File: config.mk
export PLATFORM = sky130hd
export DESIGN_NAME = integer_to_word_tokens_top
export DESIGN_NICKNAME = d
export VERILOG_FILES = /design/src/rtl/core/i2w_pkg.sv /design/src/rtl/core/integer_to_word_tokens_top.sv
export SDC_FILE = /design/constraint.sdc
export NUM_CORES = 1
export LEC_CHECK = 0
export ABC_AREA = 1
export BUFFER_PORTS_ARGS = -buffer_cell sky130_fd_sc_hd__buf_2
export CAP_MARGIN = 20
export CORE_MARGIN = 2
export CORE_UTILIZATION = 40
export CTS_BUF_LIST = sky130_fd_sc_hd__clkbuf_4 sky130_fd_sc_hd__clkbuf_8
export DETAILED_ROUTE_END_ITERATION = 6
export PLACE_DENSITY_LB_ADDON = 0.05
export SLEW_MARGIN = 10
export SYNTH_ARGS = -nofsm -noshare
export SYNTH_HDL_FRONTEND = slang
export SYNTH_SLANG_ARGS = --single-unit
File: constraint.sdc
create_clock -name clk_i -period 10.3 [get_ports clk_i]
set_input_delay 2.06 -clock clk_i [delete_from_list [all_inputs] [get_ports clk_i]]
set_output_delay 2.06 -clock clk_i [all_outputs]
set_load 0.01 [all_outputs]
File: src/rtl/core/i2w_pkg.sv
// ---------------------------------------------------------------------------
// i2w_pkg: shared types and constants for the integer-to-word token block
// Token codes, sequencer states, emission slots and the power-of-ten table
// used by the compare-subtract digit extractor.
// ---------------------------------------------------------------------------
package i2w_pkg;

  localparam int unsigned ValueW  = 31;
  localparam int unsigned CodeW   = 5;
  localparam int unsigned DigitW  = 4;
  localparam int unsigned GroupW  = 3 * DigitW;
  localparam int unsigned NumGrp  = 4;
  localparam int unsigned DigitsW = NumGrp * GroupW;
  localparam int unsigned PowW    = 34;

  localparam logic [CodeW-1:0] CodeZero     = 5'd0;
  localparam logic [CodeW-1:0] CodeTensBase = 5'd18;
  localparam logic [CodeW-1:0] CodeHundred  = 5'd28;
  localparam logic [CodeW-1:0] CodeThousand = 5'd29;
  localparam logic [CodeW-1:0] CodeMillion  = 5'd30;
  localparam logic [CodeW-1:0] CodeBillion  = 5'd31;

  localparam logic [3:0] TopDigit = 4'd9;
  localparam logic [1:0] TopBit   = 2'd3;
  localparam logic [1:0] TopGroup = 2'd3;

  typedef enum logic [1:0] {
    StIdle,
    StExtract,
    StEmit,
    StZero
  } state_e;

  typedef enum logic [2:0] {
    SlotHundDigit,
    SlotHundWord,
    SlotTens,
    SlotOnes,
    SlotScale
  } slot_e;

  // 10^k shifted left by b: the trial subtrahend for digit k, weight 2^b
  function automatic logic [PowW-1:0] pow_step(input logic [3:0] k, input logic [1:0] b);
    logic [PowW-1:0] base;
    case (k)
      4'd0:    base = 34'd1;
      4'd1:    base = 34'd10;
      4'd2:    base = 34'd100;
      4'd3:    base = 34'd1000;
      4'd4:    base = 34'd10000;
      4'd5:    base = 34'd100000;
      4'd6:    base = 34'd1000000;
      4'd7:    base = 34'd10000000;
      4'd8:    base = 34'd100000000;
      4'd9:    base = 34'd1000000000;
      default: base = '0;
    endcase
    return base << b;
  endfunction

  function automatic logic [CodeW-1:0] scale_code(input logic [1:0] grp);
    logic [CodeW-1:0] code;
    case (grp)
      2'd3:    code = CodeBillion;
      2'd2:    code = CodeMillion;
      2'd1:    code = CodeThousand;
      default: code = CodeZero;
    endcase
    return code;
  endfunction

endpackage

File: src/rtl/core/integer_to_word_tokens_top.sv
// ---------------------------------------------------------------------------
// integer_to_word_tokens_top: spell a 31-bit integer as English word tokens
// A shared compare-subtract unit splits the value into ten decimal digits,
// then a slot sequencer walks the four three-digit groups and emits tokens.
// ---------------------------------------------------------------------------
//
//   channel | signals                              | direction
//   --------+--------------------------------------+----------
//   input   | in_valid_i, in_ready_o, value_i      | in
//   result  | out_valid_o, out_ready_i,            | out
//           | word_code_o, last_word_o             |
//
// Digit extraction runs one compare-subtract per cycle, with four
// binary-weighted trials for each of ten decimal digits. Emission then handles
// one slot per cycle, five slots for each of four groups, while the result
// side does not stall. A zero value skips extraction and loads its single
// zero token once the result register is free, then the block is idle again.
// Reset clears the sequencer and the result valid flag; no clearing pass.
// in_ready_o is high only while idle; a token waiting in the result
// register does not block the next transfer on the input side.
module integer_to_word_tokens_top (
  input  logic                       clk_i,
  input  logic                       rst_ni,
  input  logic                       in_valid_i,
  output logic                       in_ready_o,
  input  logic [i2w_pkg::ValueW-1:0] value_i,
  output logic                       out_valid_o,
  input  logic                       out_ready_i,
  output logic [i2w_pkg::CodeW-1:0]  word_code_o,
  output logic                       last_word_o
);
  import i2w_pkg::*;

  state_e               state_q, state_d;
  slot_e                slot_q, slot_d;
  logic [ValueW-1:0]    rem_q, rem_d;
  logic [DigitW-1:0]    dig_q, dig_d;
  logic [DigitsW-1:0]   digits_q, digits_d;
  logic [3:0]           dig_idx_q, dig_idx_d;
  logic [1:0]           bit_idx_q, bit_idx_d;
  logic [1:0]           grp_idx_q, grp_idx_d;
  logic                 out_valid_q, out_valid_d;
  logic [CodeW-1:0]     code_q, code_d;
  logic                 last_q, last_d;

  logic                 in_xfer;
  logic [PowW-1:0]      trial;
  logic                 ge;
  logic [DigitW-1:0]    dig_new;
  logic                 extract_done;
  logic [GroupW-1:0]    grp;
  logic [DigitW-1:0]    hund, tens, ones;
  logic                 g_last, teen, lower_zero;
  logic                 tok;
  logic [CodeW-1:0]     tok_code;
  logic                 tok_last;
  logic                 out_free;
  logic                 advance;
  logic                 emit_done;

  assign in_ready_o  = (state_q == StIdle);
  assign in_xfer     = in_valid_i && in_ready_o;
  assign out_valid_o = out_valid_q;
  assign word_code_o = code_q;
  assign last_word_o = last_q;
  assign out_free    = !out_valid_q || out_ready_i;

  // shared compare-subtract unit
  assign trial   = pow_step(dig_idx_q, bit_idx_q);
  assign ge      = ({{(PowW-ValueW){1'b0}}, rem_q} >= trial);
  assign dig_new = dig_q | (ge ? (DigitW'(1) << bit_idx_q) : '0);
  assign extract_done = (dig_idx_q == '0) && (bit_idx_q == '0);

  // current group sits in the top twelve bits of the digit shift line
  assign grp        = digits_q[DigitsW-1 -: GroupW];
  assign hund       = grp[3*DigitW-1 -: DigitW];
  assign tens       = grp[2*DigitW-1 -: DigitW];
  assign ones       = grp[DigitW-1:0];
  assign g_last     = (grp_idx_q == '0);
  assign teen       = (tens < 4'd2);
  assign lower_zero = (digits_q[DigitsW-GroupW-1:0] == '0);

  always_comb begin
    tok      = 1'b0;
    tok_code = CodeZero;
    tok_last = 1'b0;
    case (slot_q)
      SlotHundDigit: begin
        tok      = (hund != '0);
        tok_code = {1'b0, hund};
      end
      SlotHundWord: begin
        tok      = (hund != '0);
        tok_code = CodeHundred;
        tok_last = g_last && (tens == '0) && (ones == '0);
      end
      SlotTens: begin
        tok = (tens != '0) || (ones != '0);
        if (teen) begin
          tok_code = {1'b0, ones} + (tens[0] ? 5'd10 : 5'd0);
          tok_last = g_last;
        end else begin
          tok_code = CodeTensBase + {1'b0, tens};
          tok_last = g_last && (ones == '0);
        end
      end
      SlotOnes: begin
        tok      = !teen && (ones != '0);
        tok_code = {1'b0, ones};
        tok_last = g_last;
      end
      SlotScale: begin
        tok      = !g_last && (grp != '0);
        tok_code = scale_code(grp_idx_q);
        tok_last = lower_zero;
      end
      default: begin
        tok = 1'b0;
      end
    endcase
  end

  assign advance   = !tok || out_free;
  assign emit_done = (slot_q == SlotScale) && g_last;

  // next state
  always_comb begin
    state_d = state_q;
    case (state_q)
      StIdle: begin
        if (in_xfer) begin
          state_d = (value_i == '0) ? StZero : StExtract;
        end
      end
      StExtract: begin
        if (extract_done) begin
          state_d = StEmit;
        end
      end
      StEmit: begin
        if (advance && emit_done) begin
          state_d = StIdle;
        end
      end
      StZero: begin
        if (out_free) begin
          state_d = StIdle;
        end
      end
      default: begin
        state_d = StIdle;
      end
    endcase
  end

  // datapath and outputs
  always_comb begin
    rem_d       = rem_q;
    dig_d       = dig_q;
    digits_d    = digits_q;
    dig_idx_d   = dig_idx_q;
    bit_idx_d   = bit_idx_q;
    grp_idx_d   = grp_idx_q;
    slot_d      = slot_q;
    out_valid_d = out_valid_q && !out_ready_i;
    code_d      = code_q;
    last_d      = last_q;
    case (state_q)
      StIdle: begin
        rem_d     = value_i;
        dig_d     = '0;
        digits_d  = '0;
        dig_idx_d = TopDigit;
        bit_idx_d = TopBit;
        grp_idx_d = TopGroup;
        slot_d    = SlotHundDigit;
      end
      StExtract: begin
        if (ge) begin
          rem_d = rem_q - trial[ValueW-1:0];
        end
        if (bit_idx_q == '0) begin
          digits_d  = {digits_q[DigitsW-DigitW-1:0], dig_new};
          dig_d     = '0;
          bit_idx_d = TopBit;
          dig_idx_d = dig_idx_q - 4'd1;
        end else begin
          dig_d     = dig_new;
          bit_idx_d = bit_idx_q - 2'd1;
        end
      end
      StEmit: begin
        if (advance) begin
          if (tok) begin
            out_valid_d = 1'b1;
            code_d      = tok_code;
            last_d      = tok_last;
          end
          if (slot_q == SlotScale) begin
            slot_d    = SlotHundDigit;
            grp_idx_d = grp_idx_q - 2'd1;
            digits_d  = {digits_q[DigitsW-GroupW-1:0], {GroupW{1'b0}}};
          end else begin
            slot_d = slot_e'(slot_q + 3'd1);
          end
        end
      end
      StZero: begin
        if (out_free) begin
          out_valid_d = 1'b1;
          code_d      = CodeZero;
          last_d      = 1'b1;
        end
      end
      default: begin
        out_valid_d = out_valid_q && !out_ready_i;
      end
    endcase
  end

  always_ff @(posedge clk_i or negedge rst_ni) begin
    if (!rst_ni) begin
      state_q     <= StIdle;
      slot_q      <= SlotHundDigit;
      dig_idx_q   <= '0;
      bit_idx_q   <= '0;
      grp_idx_q   <= '0;
      out_valid_q <= 1'b0;
    end else begin
      state_q     <= state_d;
      slot_q      <= slot_d;
      dig_idx_q   <= dig_idx_d;
      bit_idx_q   <= bit_idx_d;
      grp_idx_q   <= grp_idx_d;
      out_valid_q <= out_valid_d;
    end
  end

  always_ff @(posedge clk_i) begin
    rem_q    <= rem_d;
    dig_q    <= dig_d;
    digits_q <= digits_d;
    code_q   <= code_d;
    last_q   <= last_d;
  end

endmodule

---- Word-level counts from Yosys, hierarchy flattened ----
Memories as Yosys holds them, arrays and structs flattened.
Cells that the tools add are included.
word-level totals
  bits in registers ....................... 103
  bits in read-only memories .............. 480
  output and inout bits ................... 8
  logic and storage cells ................. 130
  memories kept ........................... 1
memory list
  memory           depth  bits a word  read ports  clocked after Yosys merged registers in  write ports  RTL line       source
  (no name shown)  16     30           1           0                                        0            i2w_pkg.sv:45  case (k)
operators by class
  add/subtract/negate cells ............... 7
  $lt $le $gt $ge ......................... 2
  equality and inequality tests ........... 19
  shifts and indexed selects .............. 2
  multiplexer cells ....................... 44
  bitwise operators ....................... 1
  reduce and logical (&&, ||, !) cells .... 43
operator list
  kind                                              count
  48-bit 2-to-1 mux                                 3
  48-bit one-hot mux with 3 select lines            1
  31-bit one-hot mux with 2 select lines            1
  36-bit logical NOT                                1
  31-bit by 34-bit >= comparator with 1-bit output  1
  34-bit by 2-bit << shifter with 34-bit output     1
  31-bit logical NOT                                1
  31-bit 2-to-1 mux                                 1
  31-bit subtractor                                 1
  5-bit one-hot mux with 5 select lines             1
  5-bit 2-to-1 mux                                  4
  2-bit 2-to-1 mux                                  8
  4-bit 2-to-1 mux                                  4
  2-bit inequality test (second input constant)     8
  4-bit one-hot mux with 2 select lines             2
  5-bit one-hot mux with 3 select lines             1
  4-bit logical NOT                                 3
  4-bit AND reduction                               3
  12-bit nonzero test                               1
  4-bit nonzero test                                3
  1-bit logical AND                                 10
  5-bit one-hot mux with 2 select lines             1
  2-bit equality test (second input constant)       4
  1-bit one-hot mux with 4 select lines             2
  other kinds (28)                                  52

---- Logic depth before layout (Yosys ltp) ----
Gate-level depths: netlist (run 1).
  word-level depth ........................ 9
  gate-level depth with buffers ........... 24
  depth with buffers taken out ............ 23

---- Worst setup path before layout (run 1) ----
OpenSTA, ideal clock, no wires.
  path kind ............................... in2reg
  start ................................... in out_ready_i
  end ..................................... reg digits_q[0], enable pin
  data arrival time ....................... 4.459 ns
  path slack .............................. 5.387 ns
  stages on the path ...................... 6
  buffers on the path ..................... 0
  cell sequence ........................... inv_1 > nand2_1 > inv_1 > nand4_4 > nand2_1 > nor2_1
on the way
  longest elaborated chain between the ends .. 4
ends and longest elaborated chain
  what                                    RTL line                           source
  from (decl)                             integer_to_word_tokens_top.sv:28   input logic out_ready_i,
  1-bit logical OR                        integer_to_word_tokens_top.sv:66   assign out_free = !out_valid_q || out_ready_i;
  1-bit logical OR                        integer_to_word_tokens_top.sv:123  assign advance = !tok || out_free;
  2-bit inequality test (no source line)  n/a
  4-bit AND reduction (no source line)    n/a
  to (signal assigned)                    integer_to_word_tokens_top.sv:242  digits_q <= digits_d;
  to (decl)                               integer_to_word_tokens_top.sv:38   logic [DigitsW-1:0] digits_q, digits_d;
No other way between the ends.
A chain may end at the register's enable or synchronous reset.

---- Worst setup path in the final report (run 1) ----
  start ................................... reg bit_idx_q[0]
  end ..................................... reg rem_q[0], enable pin
on the way
  longest elaborated chain between the ends .. 4
ends and longest elaborated chain
  what                                              RTL line                           source
  from (decl)                                       integer_to_word_tokens_top.sv:40   logic [1:0] bit_idx_q, bit_idx_d;
  from (signal assigned)                            integer_to_word_tokens_top.sv:233  bit_idx_q <= bit_idx_d;
  34-bit by 2-bit << shifter with 34-bit output     i2w_pkg.sv:58                      return base << b;
  31-bit by 34-bit >= comparator with 1-bit output  integer_to_word_tokens_top.sv:70   assign ge = ({{(PowW-ValueW){1'b0}}, rem_q} >= trial);
  2-bit inequality test (no source line)            n/a
  2-bit AND reduction (no source line)              n/a
  to (signal assigned)                              integer_to_word_tokens_top.sv:240  rem_q <= rem_d;
  to (decl)                                         integer_to_word_tokens_top.sv:36   logic [ValueW-1:0] rem_q, rem_d;
No other way between the ends.

==> results of run 1 <==
[per-layer routing]
| metal | up-vias | global-route usage | part of all wire |
|---|---|---|---|
| met2 | 129 | 0.373 | 0.50 |
| li1 | 3648 | - | - |
| met1 | 3252 | 0.261 | 0.44 |
| met4 | 0 | 0.0770 | 0.030 |
| met5 | - | 0 | 0 |
| met3 | 36 | 0.0257 | 0.030 |
[metrics by stage]
step | hold slack [ns] | cells | instance area [um2] | util | worst slack [ns]
3_3_place_gp | 0.486 | 1351 | 8470 | 0.434 | 6.05
4_1_cts | 0.511 | 1367 | 8650 | 0.443 | 5.99
3_5_place_dp | 0.483 | 1351 | 8470 | 0.434 | 6.04
6_report | 0.506 | 1367 | 8650 | 0.443 | 6.00
2_1_floorplan | 0.492 | 1065 | 7990 | - | 5.39
5_1_grt | 0.555 | 1367 | 8650 | 0.443 | 5.47
[worst max-delay path: cells and delay by family, from the launching register on]
family	cells	cell delay [ns]
AO/OA/AOI/OAI	2	0.28
adder cells (fa/ha/maj)	1	0.47
buffers and inverters	2	1.06
flip-flops	1	0.69
AND/OR/NAND/NOR	10	1.42
[cell usage in the layout, fill, tap and decap left out, types with 3 or more instances in the layout]
cell type,n
dfrtp_1,14
a21oi_1,48
nor2_1,103
edfxtp_1,89
clkbuf_8,9
nor3_1,6
o211ai_1,5
xnor2_1,6
o31ai_1,4
o21ai_0,58
o21ai_2,3
a21o_1,5
nand3b_1,11
inv_2,3
nor4_1,8
nand4_1,16
nor2_4,4
ha_1,60
o21ai_1,9
buf_4,6
nor2_2,6
buf_2,42
nand2_1,295
nand3_1,51
or2_2,3
xor2_1,5
inv_1,136
clkinv_1,3
nand2_2,8
a31oi_1,6
o21bai_1,6
o22ai_1,46
[how the worst max path moves through the flow]
stage / start / end / slack, ns / depth (start not counted)
after CTS: bit_idx_q[0] / rem_q[28] / 5.99 / 15
after floorplan: out_ready_i / digits_q[0] / 5.39 / 6
after detailed placement: bit_idx_q[0] / rem_q[1] / 6.04 / 15
after global placement: bit_idx_q[0] / rem_q[12] / 6.05 / 15
final: bit_idx_q[0] / rem_q[0] / 6.00 / 15
after global routing: bit_idx_q[0] / rem_q[0] / 5.47 / 15
[cells in the mapped netlist, types with 4 or more instances]
| master | count | share of area |
|---|---|---|
| o21bai_1 | 6 | 0.0056 |
| xor2_1 | 5 | 0.0055 |
| nor2_2 | 6 | 0.0047 |
| nor2_1 | 104 | 0.049 |
| buf_1 | 6 | 0.0028 |
| nor3_1 | 6 | 0.0038 |
| a21oi_1 | 48 | 0.030 |
| o211ai_1 | 5 | 0.0047 |
| xnor2_1 | 6 | 0.0066 |
| clkbuf_1 | 18 | 0.0085 |
| a21o_1 | 5 | 0.0047 |
| nand2_2 | 8 | 0.0063 |
| edfxtp_1 | 89 | 0.33 |
| nand4_1 | 16 | 0.013 |
| nand3_1 | 51 | 0.032 |
| ha_1 | 60 | 0.094 |
| nor4_1 | 8 | 0.0063 |
| o31ai_1 | 4 | 0.0038 |
| nand3b_1 | 11 | 0.010 |
| a31oi_1 | 6 | 0.0047 |
| o21ai_0 | 58 | 0.036 |
| o21ai_1 | 9 | 0.0056 |
| inv_1 | 136 | 0.064 |
| nand2_1 | 295 | 0.14 |
| o22ai_1 | 46 | 0.036 |
| dfrtp_1 | 14 | 0.044 |
[sequential cells by signal, indices dropped and copies added (netlist names)]
name,cells
digits_q,48
rem_q,31
word_code_o,5
dig_idx_q,4
dig_q,4
slot_q,3
bit_idx_q,2
grp_idx_q,2
state_q,2
last_word_o,1
out_valid_o,1
[area by class of cell]
class,count,area (um2)
clock inverters,7,53.8
repair buffers,48,255
well taps,265,332
inverters,141,529
flip-flops and latches,103,3020
fillers,2101,10900
clock buffers,9,124
multi-input cells,794,4330
[kinds of logic after synthesis]
logic type,share of synthesized area
flip-flops,0.378
adder cells (fa/ha/maj),0.0965
buffers and inverters,0.0802
AND/OR/NAND/NOR,0.289
XOR/XNOR,0.0121
AO/OA/AOI/OAI,0.144
==> results by group, run 1 <==
Global routing
  – Vias in the first global route: between 6000 and 7000
  – Largest net degree at the start of global routing: 49
  – GR Util All Layers: 0.209
  – GR Overflow Total: 0
  – Initial antenna violation count: 0
  – First-pass GRT wire length: ~35000 um

Critical path
  – Critical path's largest stage delay: about 0.70 ns
  – Most used cell, CP: nand2_1
  – R2R Path Start: bit_idx_q[0]
  – CP Capture Type: register
  – Reg2Reg Capture Point: rem_q[0]
  – Critical-path maximum fanout: 31
  – CP max-delay cell: clkinv_1
  – CP arrival: 4.36 ns
  – Worst R2R Setup Slack: between 6 and 7 ns
  – CP Class: register to register
  – Crit start category: register
  – R2R depth: 15
  – CP required: around 10 ns
  – Worst path cell trace: clkinv_1, nand2_1, o22ai_1, nand2_1, o21ai_0, ha_1, nand2_2, nor2_4, nand2_4, nor3_4, nand3_1, nand4_2, nand2_1, nand2_1, buf_4

Final layout
  – ANT cells: 0
  – Fraction of layout cells with a size suffix above 1: 0.0935
  – P&R area growth vs syn: 8.27%
  – NumNets Final: roughly 1200

Logic synthesis
  – Synth warn: 0
  – Mapped cell area: 0.00799 mm2
  – Mean Syn Cell Area: around 7.5 um2
  – Post-synth EDFFs: ~90
  – Share of the yosys chip area belonging to registers: 0.378
  – Cell variety after synth: 51
  – Main flop type after synthesis: edfxtp_1
  – Syn nets: between 1000 and 1500
  – Synthesized flop and latch total: around 100
  – Post-synth ARST share: 0.136
  – Post-Synthesis Cells: 1065

Floorplanning
  – Std cell rows: 51
  – Starting Density: 0.409
  – I/O pin count: 43
  – Die X-Extent: between 100 and 150 um
  – Core ar.: a little under 0.02 mm2
  – DIE AREA: about 0.021 mm2
  – Chip height: between 100 and 150 um

Clocking
  – Num CTS Buffers: 9
  – Setup Buffers After CTS: 0
  – CTS tree: built
  – CTS sink cnt: 103
  – Root buffer cell: clkbuf_8
  – # hold bufs at CTS: 0
  – CTS resizes: 0
  – Clk_lat worst skew: around 0.41 ns
  – H-tree depth: 3
  – Clock-pin slew on the worst setup and hold paths: approximately 0.1 ns
  – Clock buffer depth: 2

Detailed routing
  – DRT Wirelength: ~22000 um
  – Drt initial violations: roughly 430
  – Post-DRT Antenna Nets: 0
  – Via count: about 7000
  – Remaining DRCs: 0
  – Vias per cell: between 5 and 6
  – TritonRoute pass-1 iters: 5
  – Drt wl/cell: ~16 um

Hold path
  – Worst hold path cell count: 2
  – Worst min path class: register to register
  – Hold Startpoint: out_valid_o
  – Worst Hold Path EP: out_valid_o

STA
  – F_max: between 0.2 and 0.25 GHz
  – Fin. max-slew vios: 0
  – Final period utilization: 0.417
  – Actual slew at the worst max-slew pin: between 0.9 and 1 ns
  – Final hold violation count: 0
  – Setup TNS Final: 0 ns
  – Setup Skew: 0.0158 ns
  – Unrepaired setup endpoints after global routing: false
  – Min cycle time layout: around 4.3 ns
  – Number of setup violations in the final report: 0
  – Headroom to the max-slew limit: 0.347

Place
  – Dpl hpwl: about 17000 um
  – RD Place Congestion: a little over 0.9
  – PortBufs: between 40 and 50

Run status
  – Run status: finished, final reports clean

Flow run
  – Max-cap viol count: 0
Power of run 1 is left out: the tool's default activity adds up to more than one toggle a clock period on the data nets, which glitch-free logic cannot reach.
==> inputs of run 2 (changes only) <==
- clock period: 10.3 -> 3.9 ns (I/O delays scaled with it)
==> run 2 against run 1 <==
Cell count increased by 1.1%; critical path type unchanged; worst hold slack got worse by 0.24 ns; global-route usage hardly changed; clock skew shrank 0.0032 ns; die area stayed put; worst setup slack got worse by 5.7 ns; first-iteration DRC count is 11% lower.
==> results by group, run 2 (same netlist as run 1, synthesis figures left out) <==
Run status
  – Run status: finished, final reports clean

Final layout
  – Most flop-heavy register: digits_q
  – Multi-input logic area: 0.00436 mm2 (+0.52%)
  – Max reg flops: 48 (unchanged)
  – NumNets Final: 1208 (+1.3%)
  – Fillers: 2063 (-1.8%)
  – Sequential cell area: 0.00302 mm2 (about the same)
  – Most frequent cells in the layout: nand2_1, inv_1, nor2_1
  – Fraction of layout cells with a size suffix above 1: 0.115 (+0.0220)
  – ANT cells: 0 (unchanged)
  – P&R area growth vs syn: 10.7%
  – Most common cell after layout, fill and taps aside: nand2_1

Place
  – PortBufs: 42 (unchanged)
  – Dpl hpwl: 17200 um (+0.82%)
  – RD Place Congestion: 0.903 (-0.45%)
  – Pre-CTS setup slack: 0.0532 ns (-5.98 ns)

Detailed routing
  – Drt wl/cell: 15.9 um (-0.28%)
  – Via count: 7195 (+1.8%)
  – Met1 wire length: 9540 um (-1.6%)
  – Met2 WL: 11000 um (+1.6%)
  – Top Metal Used: met4
  – Met3 routed WL: 660 um (+0.76%)
  – DRT Wirelength: 22000 um (+0.81%)
  – TritonRoute pass-1 iters: 5 (unchanged)
  – Drt initial violations: 384 (-11%)
  – Post-DRT Antenna Nets: 0 (unchanged)
  – Remaining DRCs: 0 (unchanged)
  – Vias per cell: 5.21 (+0.73%)

STA
  – Headroom to the max-slew limit: 0.531 (+0.184)
  – Final hold violation count: 0 (unchanged)
  – Fin. max-slew vios: 0 (unchanged)
  – Final worst slack: 0.265 ns (-5.74 ns)
  – Min cycle time layout: 3.63 ns (-0.664 ns)
  – F_max: 0.275 GHz (+18%)
  – Setup Skew: 0.0126 ns (-0.00321 ns)
  – Number of setup violations in the final report: 0 (unchanged)
  – Final period utilization: 0.932 (+0.515)
  – Actual slew at the worst max-slew pin: 0.703 ns (-0.277 ns)

Global routing
  – Largest net degree at the start of global routing: 40 (-18%)
  – First-pass GRT wire length: 35300 um (about the same)
  – GR Util All Layers: 0.209 (-0.000310)
  – Initial antenna violation count: 0 (unchanged)
  – Vias in the first global route: 6973 (+0.96%)
  – GR Overflow Total: 0 (unchanged)

Clocking
  – Num CTS Buffers: 9 (unchanged)
  – Clock-pin slew on the worst setup and hold paths: 0.12 ns (+0.02 ns)
  – Clk_lat worst skew: 0.40 ns (about the same)
  – Root buffer cell: clkbuf_8
  – H-tree depth: 3 (unchanged)
  – CTS tree: built
  – # hold bufs at CTS: 0 (unchanged)
  – CTS sink cnt: 103 (unchanged)
  – Clock buffer depth: 2 (unchanged)

Critical path
  – CP Buf/Inv Count: 3 (+1)
  – Critical-path maximum fanout: 15 (-52%)
  – Critical path's largest stage delay: 0.49 ns (-0.21 ns)
  – Most used cell, CP: nand2_1
  – CP Capture Type: register
  – Crit start category: register
  – Worst R2R Setup Slack: 0.27 ns (-5.74 ns)
  – CP arrival: 3.75 ns (-0.61 ns)
  – Worst path cell trace: inv_2, ha_1, nand2_1, nor2_2, inv_1, nand2_1, o22ai_1, nand2_1, o21ai_1, ha_2, nand2_2, nor2_4, nand2_4, nor3_4, nand3_1, nand4_2, nand2_1, nand2_2, clkbuf_16
  – Top Family by Delay on Critical Path: simple AND/OR/NAND/NOR gates
  – CP required: 4.01 ns (-6.36 ns)
  – CP max-delay cell: dfrtp_2
  – CP Class: register to register

Hold path
  – Worst min path class: primary input to async pin

Floorplanning
  – Die X-Extent: 145 um (unchanged)
  – DIE AREA: 0.0211 mm2 (unchanged)
  – I/O pin count: 43 (unchanged)
  – Std cell rows: 51 (unchanged)
  – Core ar.: 0.0195 mm2 (unchanged)
  – Starting Density: 0.409 (unchanged)
  – Chip height: 145 um (unchanged)

Flow run
  – Max-cap viol count: 0 (unchanged)
[run 2: final cells by class]
| class | count | share of cell area |
|---|---|---|
| clock buffer | 9 | 0.0140 |
| clock inverter | 7 | 0.00750 |
| inverter | 141 | 0.0601 |
| multi-input combinational | 794 | 0.493 |
| sequential | 103 | 0.342 |
| tap | 265 | 0.0375 |
| timing repair buffer | 63 | 0.0464 |
[run 2: worst paths after layout]
check / start / endpoint / cells past startpoint
max reg2reg: dig_idx_q[1] / rem_q[30] / 19
min reg2reg: out_valid_o / out_valid_o / 2
max: dig_idx_q[1] / rem_q[30] / 19
min: rst_ni / bit_idx_q[1] / 1
min in group clk_i: out_valid_o / out_valid_o / 2
max in group asynchronous: rst_ni / dig_idx_q[1] / 1
[run 2: per-stage QoR]
stage / instances / hold slack [ns] / TNS (ns) / instance area (um2) / util
CTS: 1377 / 0.251 / 0 / 8760 / 0.449
detailed placement: 1361 / 0.498 / 0 / 8570 / 0.439
global placement: 1361 / 0.484 / 0 / 8570 / 0.439
finish: 1382 / 0.265 / 0 / 8840 / 0.453
global route: 1382 / 0.264 / -0.244 / 8840 / 0.453
floorplan: 1065 / 0.484 / 0 / 7990 / -
[run 2: what timing repair did]
action | in CTS | in global routing
setup endpoints to repair | 0 | 43
setup buffers | 0 | 4
resized for setup | 0 | 14
[run 2: layer usage]
layer	up-vias	global-route usage
li1	3687	-
met2	147	0.376
met4	0	0.0740
met5	-	0
met1	3314	0.253
met3	47	0.0342
Power of run 2 is left out for the same reason.
